[config.mk]
export PLATFORM = sky130hd
export DESIGN_NAME = clipped_sprite_alpha_blit_core
export DESIGN_NICKNAME = d
export VERILOG_FILES = /design/src/hw/rtl/csab_pkg.sv /design/src/hw/rtl/clipped_sprite_alpha_blit_core.sv /design/src/hw/rtl/csab_cfg.sv /design/src/hw/rtl/csab_ctr.sv /design/src/hw/rtl/csab_pix.sv
export VERILOG_INCLUDE_DIRS = /design/src /design/src/hw/rtl
export SDC_FILE = /design/constraint.sdc
export NUM_CORES = 2
export LEC_CHECK = 0
export ABC_AREA = 1
export BUFFER_PORTS_ARGS = -buffer_cell sky130_fd_sc_hd__buf_2
export CAP_MARGIN = 20
export CORE_MARGIN = 1
export CORE_UTILIZATION = 36
export CTS_CLUSTER_SIZE = 24
export DETAILED_ROUTE_END_ITERATION = 8
export PLACE_DENSITY = 0.5
export SYNTH_ARGS = -nofsm -noshare
export SYNTH_HDL_FRONTEND = slang
export SYNTH_SLANG_ARGS = --single-unit
[constraint.sdc]
create_clock -name aclk -period 14.36 [get_ports aclk]
set_input_delay 1.436 -clock aclk [delete_from_list [all_inputs] [get_ports aclk]]
set_output_delay 1.436 -clock aclk [all_outputs]
set_load 0.05 [all_outputs]
[src/hw/rtl/clipped_sprite_alpha_blit_core_macros.svh]
// assertion macros for the clipped sprite alpha blit core
`ifndef CLIPPED_SPRITE_ALPHA_BLIT_CORE_MACROS_SVH
`define CLIPPED_SPRITE_ALPHA_BLIT_CORE_MACROS_SVH

// antecedent implies consequent in the same cycle
`define CSAB_ASSERT_SAME(lbl, clk, rstn, ante, cons, msg) \
    lbl: assert property (@(posedge clk) disable iff (!(rstn)) (ante) |-> (cons)) \
        else $error(msg);

// antecedent implies consequent in the next cycle
`define CSAB_ASSERT_NEXT(lbl, clk, rstn, ante, cons, msg) \
    lbl: assert property (@(posedge clk) disable iff (!(rstn)) (ante) |=> (cons)) \
        else $error(msg);

`endif

[src/hw/rtl/csab_pkg.sv]
// shared types and constants for the clipped sprite alpha blit core
package csab_pkg;

    localparam int MAX_DIM = 1024;
    localparam int CNT_W   = $clog2(MAX_DIM);
    localparam int DIM_W   = 11;
    localparam int ORG_W   = 12;
    localparam int CMP_W   = (CNT_W + 1 > DIM_W) ? CNT_W + 1 : DIM_W;
    localparam int POS_W   = ((CNT_W > ORG_W - 1) ? CNT_W : ORG_W - 1) + 2;
    localparam int ADDR_W  = 20;
    localparam int PROD_W  = POS_W - 1 + DIM_W;
    localparam int CH_W    = 8;
    localparam int APB_AW  = 5;
    localparam int APB_DW  = 32;
    localparam int IDX_W   = 3;

    localparam logic [CH_W-1:0] ALPHA_MAX  = 8'd255;
    localparam logic [CH_W-1:0] BLEND_BIAS = 8'd128;

    localparam logic [IDX_W-1:0] REG_ORIGIN_X      = 3'd0;
    localparam logic [IDX_W-1:0] REG_ORIGIN_Y      = 3'd1;
    localparam logic [IDX_W-1:0] REG_SPRITE_WIDTH  = 3'd2;
    localparam logic [IDX_W-1:0] REG_SPRITE_HEIGHT = 3'd3;
    localparam logic [IDX_W-1:0] REG_FRAME_WIDTH   = 3'd4;
    localparam logic [IDX_W-1:0] REG_FRAME_HEIGHT  = 3'd5;
    localparam logic [IDX_W-1:0] REG_BLEND_ENABLE  = 3'd6;

    typedef struct packed {
        logic signed [ORG_W-1:0] origin_x;
        logic signed [ORG_W-1:0] origin_y;
        logic [DIM_W-1:0]        sprite_width;
        logic [DIM_W-1:0]        sprite_height;
        logic [DIM_W-1:0]        frame_width;
        logic [DIM_W-1:0]        frame_height;
        logic                    blend_enable;
    } cfg_t;

    typedef struct packed {
        logic [CH_W-1:0] src_c0;
        logic [CH_W-1:0] src_c1;
        logic [CH_W-1:0] src_c2;
        logic [CH_W-1:0] src_alpha;
        logic [CH_W-1:0] dst_c0;
        logic [CH_W-1:0] dst_c1;
        logic [CH_W-1:0] dst_c2;
    } pix_in_t;

    typedef struct packed {
        logic              write_enable;
        logic [ADDR_W-1:0] write_address;
        logic [CH_W-1:0]   out_c0;
        logic [CH_W-1:0]   out_c1;
        logic [CH_W-1:0]   out_c2;
        logic [CH_W-1:0]   out_alpha;
    } pix_out_t;

endpackage

[src/hw/rtl/clipped_sprite_alpha_blit_core.sv]
// path: an accepted pixel is held in the input register, then in the result register,
// from which it transfers out
// throughput: one pixel per cycle; input register and result register each take
// a new pixel whenever the stage after them moves on
// reset: synchronous active-low aresetn clears the counters, both valid flags and
// restores the configuration registers to their defaults
// top level of the clipped sprite alpha blit core
module clipped_sprite_alpha_blit_core (
    input  logic                          aclk,
    input  logic                          aresetn,
    input  logic                          psel,
    input  logic                          penable,
    input  logic                          pwrite,
    input  logic [csab_pkg::APB_AW-1:0]   paddr,
    input  logic [csab_pkg::APB_DW-1:0]   pwdata,
    output logic [csab_pkg::APB_DW-1:0]   prdata,
    output logic                          pready,
    input  logic                          s_valid,
    output logic                          s_ready,
    input  logic [7:0]                    s_src_c0,
    input  logic [7:0]                    s_src_c1,
    input  logic [7:0]                    s_src_c2,
    input  logic [7:0]                    s_src_alpha,
    input  logic [7:0]                    s_dst_c0,
    input  logic [7:0]                    s_dst_c1,
    input  logic [7:0]                    s_dst_c2,
    output logic                          m_valid,
    input  logic                          m_ready,
    output logic                          m_write_enable,
    output logic [19:0]                   m_write_address,
    output logic [7:0]                    m_out_c0,
    output logic [7:0]                    m_out_c1,
    output logic [7:0]                    m_out_c2,
    output logic [7:0]                    m_out_alpha,
    output logic                          m_last_pixel
);
    import csab_pkg::*;
    `include "clipped_sprite_alpha_blit_core_macros.svh"

    cfg_t                    cfg;
    logic signed [POS_W-1:0] pos_x, pos_y;
    logic                    ctr_last;
    logic                    in_xfer;
    logic                    out_adv;

    logic                    in_valid_reg;
    pix_in_t                 in_pix_reg;
    logic signed [POS_W-1:0] in_x_reg, in_y_reg;
    logic                    in_last_reg;

    pix_out_t                res;
    logic                    out_valid_reg;
    pix_out_t                out_pix_reg;
    logic                    out_last_reg;

    csab_cfg u_cfg (
        .aclk    (aclk),
        .aresetn (aresetn),
        .psel    (psel),
        .penable (penable),
        .pwrite  (pwrite),
        .paddr   (paddr),
        .pwdata  (pwdata),
        .prdata  (prdata),
        .pready  (pready),
        .cfg     (cfg)
    );

    csab_ctr u_ctr (
        .aclk    (aclk),
        .aresetn (aresetn),
        .advance (in_xfer),
        .cfg     (cfg),
        .pos_x   (pos_x),
        .pos_y   (pos_y),
        .last    (ctr_last)
    );

    csab_pix u_pix (
        .cfg   (cfg),
        .pos_x (in_x_reg),
        .pos_y (in_y_reg),
        .pix   (in_pix_reg),
        .res   (res)
    );

    assign out_adv = !out_valid_reg || m_ready;
    assign s_ready = !in_valid_reg || out_adv;
    assign in_xfer = s_valid && s_ready;

    // input register
    always_ff @(posedge aclk) begin
        if (!aresetn) begin
            in_valid_reg <= 1'b0;
        end else if (s_ready) begin
            in_valid_reg <= s_valid;
        end
    end

    always_ff @(posedge aclk) begin
        if (in_xfer) begin
            in_pix_reg.src_c0    <= s_src_c0;
            in_pix_reg.src_c1    <= s_src_c1;
            in_pix_reg.src_c2    <= s_src_c2;
            in_pix_reg.src_alpha <= s_src_alpha;
            in_pix_reg.dst_c0    <= s_dst_c0;
            in_pix_reg.dst_c1    <= s_dst_c1;
            in_pix_reg.dst_c2    <= s_dst_c2;
            in_x_reg             <= pos_x;
            in_y_reg             <= pos_y;
            in_last_reg          <= ctr_last;
        end
    end

    // result register
    always_ff @(posedge aclk) begin
        if (!aresetn) begin
            out_valid_reg <= 1'b0;
        end else if (out_adv) begin
            out_valid_reg <= in_valid_reg;
        end
    end

    always_ff @(posedge aclk) begin
        if (out_adv && in_valid_reg) begin
            out_pix_reg  <= res;
            out_last_reg <= in_last_reg;
        end
    end

    assign m_valid         = out_valid_reg;
    assign m_write_enable  = out_pix_reg.write_enable;
    assign m_write_address = out_pix_reg.write_address;
    assign m_out_c0        = out_pix_reg.out_c0;
    assign m_out_c1        = out_pix_reg.out_c1;
    assign m_out_c2        = out_pix_reg.out_c2;
    assign m_out_alpha     = out_pix_reg.out_alpha;
    assign m_last_pixel    = out_last_reg;

    `CSAB_ASSERT_NEXT(a_in_capture, aclk, aresetn, in_xfer, in_valid_reg, "input pixel lost")
    `CSAB_ASSERT_NEXT(a_out_capture, aclk, aresetn, in_valid_reg && out_adv, out_valid_reg, "pixel lost")
    `CSAB_ASSERT_SAME(a_clip_zero, aclk, aresetn, m_valid && !m_write_enable, m_write_address == '0 && m_out_alpha == '0 && m_out_c0 == '0, "clipped pixel carries data")

endmodule

[src/hw/rtl/csab_cfg.sv]
// apb configuration register file
module csab_cfg (
    input  logic                          aclk,
    input  logic                          aresetn,
    input  logic                          psel,
    input  logic                          penable,
    input  logic                          pwrite,
    input  logic [csab_pkg::APB_AW-1:0]   paddr,
    input  logic [csab_pkg::APB_DW-1:0]   pwdata,
    output logic [csab_pkg::APB_DW-1:0]   prdata,
    output logic                          pready,
    output csab_pkg::cfg_t                cfg
);
    import csab_pkg::*;

    cfg_t            cfg_reg;
    logic [IDX_W-1:0] idx;
    logic             wr_en;

    assign idx    = paddr[APB_AW-1:2];
    assign wr_en  = psel && penable && pwrite && pready;
    assign pready = 1'b1;
    assign cfg    = cfg_reg;

    always_ff @(posedge aclk) begin
        if (!aresetn) begin
            cfg_reg.origin_x      <= '0;
            cfg_reg.origin_y      <= '0;
            cfg_reg.sprite_width  <= DIM_W'(1);
            cfg_reg.sprite_height <= DIM_W'(1);
            cfg_reg.frame_width   <= DIM_W'(1024);
            cfg_reg.frame_height  <= DIM_W'(1024);
            cfg_reg.blend_enable  <= 1'b1;
        end else if (wr_en) begin
            case (idx)
                REG_ORIGIN_X:      cfg_reg.origin_x      <= pwdata[ORG_W-1:0];
                REG_ORIGIN_Y:      cfg_reg.origin_y      <= pwdata[ORG_W-1:0];
                REG_SPRITE_WIDTH:  cfg_reg.sprite_width  <= pwdata[DIM_W-1:0];
                REG_SPRITE_HEIGHT: cfg_reg.sprite_height <= pwdata[DIM_W-1:0];
                REG_FRAME_WIDTH:   cfg_reg.frame_width   <= pwdata[DIM_W-1:0];
                REG_FRAME_HEIGHT:  cfg_reg.frame_height  <= pwdata[DIM_W-1:0];
                REG_BLEND_ENABLE:  cfg_reg.blend_enable  <= pwdata[0];
                default: ;
            endcase
        end
    end

    always_comb begin
        case (idx)
            REG_ORIGIN_X:      prdata = APB_DW'(unsigned'(cfg_reg.origin_x));
            REG_ORIGIN_Y:      prdata = APB_DW'(unsigned'(cfg_reg.origin_y));
            REG_SPRITE_WIDTH:  prdata = APB_DW'(cfg_reg.sprite_width);
            REG_SPRITE_HEIGHT: prdata = APB_DW'(cfg_reg.sprite_height);
            REG_FRAME_WIDTH:   prdata = APB_DW'(cfg_reg.frame_width);
            REG_FRAME_HEIGHT:  prdata = APB_DW'(cfg_reg.frame_height);
            REG_BLEND_ENABLE:  prdata = APB_DW'(cfg_reg.blend_enable);
            default:           prdata = '0;
        endcase
    end

endmodule

[src/hw/rtl/csab_ctr.sv]
// raster column and row counters with frame position of the current pixel
module csab_ctr (
    input  logic                              aclk,
    input  logic                              aresetn,
    input  logic                              advance,
    input  csab_pkg::cfg_t                    cfg,
    output logic signed [csab_pkg::POS_W-1:0] pos_x,
    output logic signed [csab_pkg::POS_W-1:0] pos_y,
    output logic                              last
);
    import csab_pkg::*;

    logic [CNT_W-1:0] col_reg, col_next;
    logic [CNT_W-1:0] row_reg, row_next;
    logic [CMP_W-1:0] w_eff, h_eff, col_p1, row_p1;
    logic             col_wrap, row_wrap;

    // zero acts as one, oversize saturates
    function automatic logic [CMP_W-1:0] eff_dim(input logic [DIM_W-1:0] d);
        logic [CMP_W-1:0] dz;
        dz = CMP_W'(d);
        if (d == '0)
            return CMP_W'(1);
        else if (dz > CMP_W'(MAX_DIM))
            return CMP_W'(MAX_DIM);
        else
            return dz;
    endfunction

    always_comb begin
        w_eff    = eff_dim(cfg.sprite_width);
        h_eff    = eff_dim(cfg.sprite_height);
        col_p1   = CMP_W'(col_reg) + CMP_W'(1);
        row_p1   = CMP_W'(row_reg) + CMP_W'(1);
        col_wrap = col_p1 >= w_eff;
        row_wrap = row_p1 >= h_eff;
        last     = col_wrap && row_wrap;
        col_next = col_wrap ? '0 : col_p1[CNT_W-1:0];
        row_next = col_wrap ? (row_wrap ? '0 : row_p1[CNT_W-1:0]) : row_reg;
        pos_x    = POS_W'(cfg.origin_x) + POS_W'(col_reg);
        pos_y    = POS_W'(cfg.origin_y) + POS_W'(row_reg);
    end

    always_ff @(posedge aclk) begin
        if (!aresetn) begin
            col_reg <= '0;
            row_reg <= '0;
        end else if (advance) begin
            col_reg <= col_next;
            row_reg <= row_next;
        end
    end

endmodule

[src/hw/rtl/csab_pix.sv]
// clipping, address and source-over blend (or plain copy when blending is off) for one pixel
module csab_pix (
    input  csab_pkg::cfg_t                    cfg,
    input  logic signed [csab_pkg::POS_W-1:0] pos_x,
    input  logic signed [csab_pkg::POS_W-1:0] pos_y,
    input  csab_pkg::pix_in_t                 pix,
    output csab_pkg::pix_out_t                res
);
    import csab_pkg::*;

    logic [POS_W-2:0]  xu, yu;
    logic              in_frame;
    logic [PROD_W-1:0] addr_full;

    function automatic logic [CH_W-1:0] blend(input logic [CH_W-1:0] s,
                                             input logic [CH_W-1:0] d,
                                             input logic [CH_W-1:0] a);
        logic [2*CH_W-1:0] acc;
        acc = {{CH_W{1'b0}}, s} * {{CH_W{1'b0}}, a}
            + {{CH_W{1'b0}}, d} * {{CH_W{1'b0}}, ALPHA_MAX - a}
            + (2*CH_W)'(BLEND_BIAS);
        return acc[2*CH_W-1:CH_W];
    endfunction

    always_comb begin
        xu        = pos_x[POS_W-2:0];
        yu        = pos_y[POS_W-2:0];
        in_frame  = !pos_x[POS_W-1] && !pos_y[POS_W-1]
                 && (xu < (POS_W-1)'(cfg.frame_width))
                 && (yu < (POS_W-1)'(cfg.frame_height));
        addr_full = PROD_W'(yu) * PROD_W'(cfg.frame_width) + PROD_W'(xu);
        res       = '0;
        if (in_frame) begin
            res.write_enable  = 1'b1;
            res.write_address = addr_full[ADDR_W-1:0];
            res.out_alpha     = pix.src_alpha;
            if (cfg.blend_enable) begin
                res.out_c0 = blend(pix.src_c0, pix.dst_c0, pix.src_alpha);
                res.out_c1 = blend(pix.src_c1, pix.dst_c1, pix.src_alpha);
                res.out_c2 = blend(pix.src_c2, pix.dst_c2, pix.src_alpha);
            end else begin
                res.out_c0 = pix.src_c0;
                res.out_c1 = pix.src_c1;
                res.out_c2 = pix.src_c2;
            end
        end
    end

endmodule
Word level (Yosys, flattened, before mapping) --
Cells that the tools add are included.
Storage, ports and cells: register bits after elaboration 228, input port bits 100, output and inout bits 89
Cells by class: $add $sub $neg 12, multiply operators 7, magnitude comparators 6, equality and inequality tests 6, mux-type cells 9, reduce and logical (&&, ||, !) cells 25
Operators with widths (count):
- $mul 8x8->16 | 6
- $pmux 12 s7 | 1
- $mux 53 | 1
- $add 16x16->16 | 3
- $add 16x8->16 const B | 3
- $mux 11 | 4
- $add 12x11->13 | 2
- $lt 12x11->1 | 2
- $mux 24 | 1
- $add 10x1->11 const B | 2
- $ge 11x11->1 | 2
- $gt 11x11->1 const B | 2
- $logic_not 11->1 | 2
- $add 20x12->20 | 1
- $mul 12x11->20 | 1
- $mux 10 | 2
- $reduce_and 2->1 | 8
- $eq 3x3->1 const B | 3
- $logic_and 1x1->1 | 8
- $sub 8x8->8 const A | 1
- $eq 3x2->1 const B | 2
- $logic_not 1->1 | 4
- $eq 3x1->1 const B | 1
- $logic_not 3->1 | 1
- $logic_or 1x1->1 | 2

Logic depth before layout (Yosys ltp) --
depth in word-level cells 6, mapped depth 27, depth with buffers taken out 25

Hierarchy --
Synthesis repeated with hierarchy kept, for this count alone.
Unflattened totals: cells, all modules 3969, area total of the unflattened synthesis 30147.7 um^2
Modules (own cells, without submodules):
- csab_pix | times used 1, cells an instance 2759, area each 19268.5 um^2
- clipped_sprite_alpha_blit_core | times used 1, cells an instance 150, area each 4209.0 um^2
- csab_cfg | times used 1, cells an instance 578, area each 3629.7 um^2
- csab_ctr | times used 1, cells an instance 482, area each 3040.4 um^2

Least setup slack after synthesis --
OpenSTA, ideal clock, no wires.
path type flip-flop to flip-flop, start point register in_pix_reg[25] (netlist bit), end point register out_pix_reg (netlist bit m_out_c2[7]) (data pin), library setup time 0.252 ns, arrival 5.118 ns, required time 14.108 ns, slack 8.990 ns, stages on the path, launching flop included 22, path buffers 2, period minus slack after synthesis 5.370 ns, cell sequence edfxtp_1 clkbuf_1 clkbuf_1 nand2_1 fa_1 fa_1 inv_1 fa_1 fa_1 fa_1 inv_1 fa_1 inv_1 ha_1 a21oi_1 nor2_1 o21bai_1 nand3_1 nand2_1 nand2_1 nor2_1 nor2_1
Between the ends: word-level cells in the longest chain between the ends 5, elaborated cells on any way between the ends 6
RTL lines:
- from (decl) | line clipped_sprite_alpha_blit_core.sv:47 | pix_in_t in_pix_reg;
- $sub 8x8->8 | line csab_pix.sv:20 | + {{CH_W{1'b0}}, d} * {{CH_W{1'b0}}, ALPHA_MAX - a}
- $mul 8x8->16 | line csab_pix.sv:20
- $add 16x16->16 * | line csab_pix.sv:20
- $add 16x8->16 * | line csab_pix.sv:21 | + (2*CH_W)'(BLEND_BIAS);
- $mux 24 * | line csab_pix.sv:37 | if (cfg.blend_enable) begin
- to (signal assigned) | line clipped_sprite_alpha_blit_core.sv:126 | out_pix_reg <= res;
- to (decl) | line clipped_sprite_alpha_blit_core.sv:53 | pix_out_t out_pix_reg;
Mark *: on every way between the ends. The rest lies on a longest branch, timed or not. A chain may end at the register's enable or synchronous reset.

Final worst setup path --
start point register in_pix_reg[26] (netlist bit), end point register out_pix_reg (netlist bit m_out_c2[7]) (data pin)
Same word-level chain as after synthesis.

==> results_dict.tcl <==
set metrics [dict create \
    status "finished clean" \
    synth_edf_count 137 \
    synthFlopType "edfxtp_1" \
    setup_ws_ns 8.08 \
    hp-class "flop to flop" \
    place_area_um2 30500 \
    syn_avg_cell_area_um2 7.93 \
    slowest_delay_ns 0.54 \
    cts_setup_buffers 0 \
    total_power_mw 5.57 \
    path_delay_family "adder cells" \
    die_w_um 285 \
    post_drt_wl_per_cell_um 16.3 \
    async_flop_share_pct 0 \
    max-vdd-ir-drop_uv 192 \
    ctsHoldBuffers 0 \
    hold_viol_final 0 \
    critPathBufInv 5 \
    comb_power_share_pct 70.7 \
    io_pins 189 \
    final_cells 4788 \
    clk_latency_ns 0.62 \
    crit_path_start_kind "flop" \
    post-route-period-util_pct 43.7 \
    slew_violations 0 \
    synth_warnings 0 \
    post-place-cells 4729 \
    cp_data_required_time_ns 14.75 \
    synth_common_cells "936 x inv_1, 786 x nand2_1, 386 x fa_1" \
    drtPass1Iterations 5 \
    switchingPower_mw 2.88 \
    drt-initial-drc-count 1183 \
    cts_tree "done" \
    drive_above_1_share_pct 6.53 \
    ys_ff_latch 228 \
    seq_power_share_pct 14.3 \
    finalSetupTns_ns 0 \
    num_rows 103 \
    max-cap-violations 0 \
    setup_viol 0 \
    worst_slew_pin_slew_ns 0.996 \
    synth_cells 3642 \
    antenna_found_initial 4 \
    post_cts_resize_count 0 \
    port_buffers 145 \
    cts_buffers 31 \
    clockPowerShare_pct 15.0 \
    fmax_ghz 0.159 \
    grt_pass1_vias 22600 \
    syn_area_um2 28900 \
    arrival_ns 6.67 \
    path_max_fanout 34 \
    largest_reg_flops 69 \
    clockRootBuffer "clkbuf_16" \
    drc 0 \
    grt_first_pass_wirelength_um 127000 \
    p_int_mw 2.69 \
    pre_cts_ws_ns 8.04 \
    path_class "flop to flop" \
    fillers 8275 \
    end_kind "flop" \
    clock_skew_ns 0.0242 \
    nNetsFinal 4501 \
    switching_share_pct 51.7 \
    yosysMostFrequentCell "inv_1" \
    path_cells "buf_4 > inv_1 > nand2_1 > fa_1 > fa_1 > inv_1 > fa_1 > fa_1 > fa_1 > inv_1 > fa_1 > inv_1 > ha_1 > a21oi_1 > nor2_1 > o21bai_1 > nand3_1 > nor2_1 > nor2_1 > nor2_1" \
    fin_util_pct 39.8 \
    p_per_area_nw_per_um2 176 \
    dieHeight_um 285 \
    clk_pin_slew_ns 0.07 \
    synthDistinctLibCells 46 \
    die-area_um2 81400 \
    netlist_top_cells_area "fa_1 27%, edfxtp_1 14%, ha_1 13%" \
    yosysTopAreaCellShare_pct 26.7 \
    grt_overflow 0 \
    dp_hpwl_um 60800 \
    htree_levels 1 \
    wl_um 78300 \
    vias 22100 \
    viasPerCell 4.62 \
    hold_slack_ns 0.420 \
    place_congestion 0.895 \
    syn2layout_area_growth_pct 9.22 \
    critPathMostFrequentCell "fa_1" \
    clk_path_buf_depth 3 \
    yosysSeqAreaShare_pct 20.5 \
    yosys.area.top_type "fa_1" \
    static-leakage-power_nw 17.0 \
    period_needed_ns 6.28 \
    rsz0062_at_grt "false" \
    crit_path_top_delay_cell "fa_1" \
    initial_core_util_pct 36.5 \
    track_usage_pct 19.8 \
    grt_max_degree 71 \
    fin_area_um2 31600 \
    cts.sinks 228 \
    slew_headroom_pct 33.4 \
    coreArea_um2 79300 \
    antenna_left 0 \
]
## path summary, 6_finish.rpt
path / from / to / slack [ns] / depth (start not counted)
worst min-delay path: in_last_reg / m_last_pixel / 0.42 / 0
worst min register to register: in_last_reg / m_last_pixel / 0.42 / 0
worst max-delay path: in_pix_reg[26] / m_out_c2[7] / 8.08 / 20
worst max register to register: in_pix_reg[26] / m_out_c2[7] / 8.08 / 20
## cell families after synthesis
kind of cell | Yosys count | share of synthesized area (%)
xor+xnor | 48 | 1.45
flops | 228 | 20.5
buf+inv | 1085 | 14.5
fa+ha+maj | 689 | 39.9
simple gates | 1256 | 17.3
compound gates | 334 | 6.25
other cells | 2 | 0.0260
## power by group through the flow
stage,Combinational (mW),Clock (mW),Sequential (mW)
5_1_grt,4.64,0.884,0.799
3_3_place_gp,3.96,0,0.810
3_5_place_dp,3.96,0,0.809
4_1_cts,4.00,0.868,0.795
6_report,3.94,0.837,0.794
2_1_floorplan,2.95,0,0.846
## cells in the final DEF (no fill, tap or decap), types with 8 or more instances in the layout
cell / instances
a21o_1: 10
a21oi_1: 167
buf_2: 145
buf_4: 13
clkbuf_16: 31
conb_1: 21
dfxtp_1: 91
edfxtp_1: 137
fa_1: 386
ha_1: 303
inv_1: 935
nand2_1: 786
nand3_1: 84
nand4_1: 15
nor2_1: 329
o2111ai_1: 12
o21ai_0: 103
o21ai_1: 8
o21bai_1: 8
o22ai_1: 14
or2_2: 14
xnor2_1: 15
xor2_1: 33
## routing by layer
metal | part of all wire (%) | global-route usage, % | vias up
met5 | 0.022 | 0 | -
met4 | 2.0 | 3.73 | 2
met3 | 4.4 | 2.21 | 80
met2 | 46 | 32.9 | 430
met1 | 47 | 28.0 | 10600
li1 | - | - | 11000
## final cells by class
class	instances	area [um2]	area share, %
Multi-Input combinational cell	2348	18800	59.7
Sequential cell	228	5940	18.8
Inverter	945	3550	11.3
Tap cell	1050	1310	4.16
Timing Repair Buffer	158	823	2.61
Clock buffer	37	808	2.56
Clock inverter	21	283	0.896
Antenna cell	1	2.50	0.00793
No activity file was read; power rests on OpenSTA's default activity.
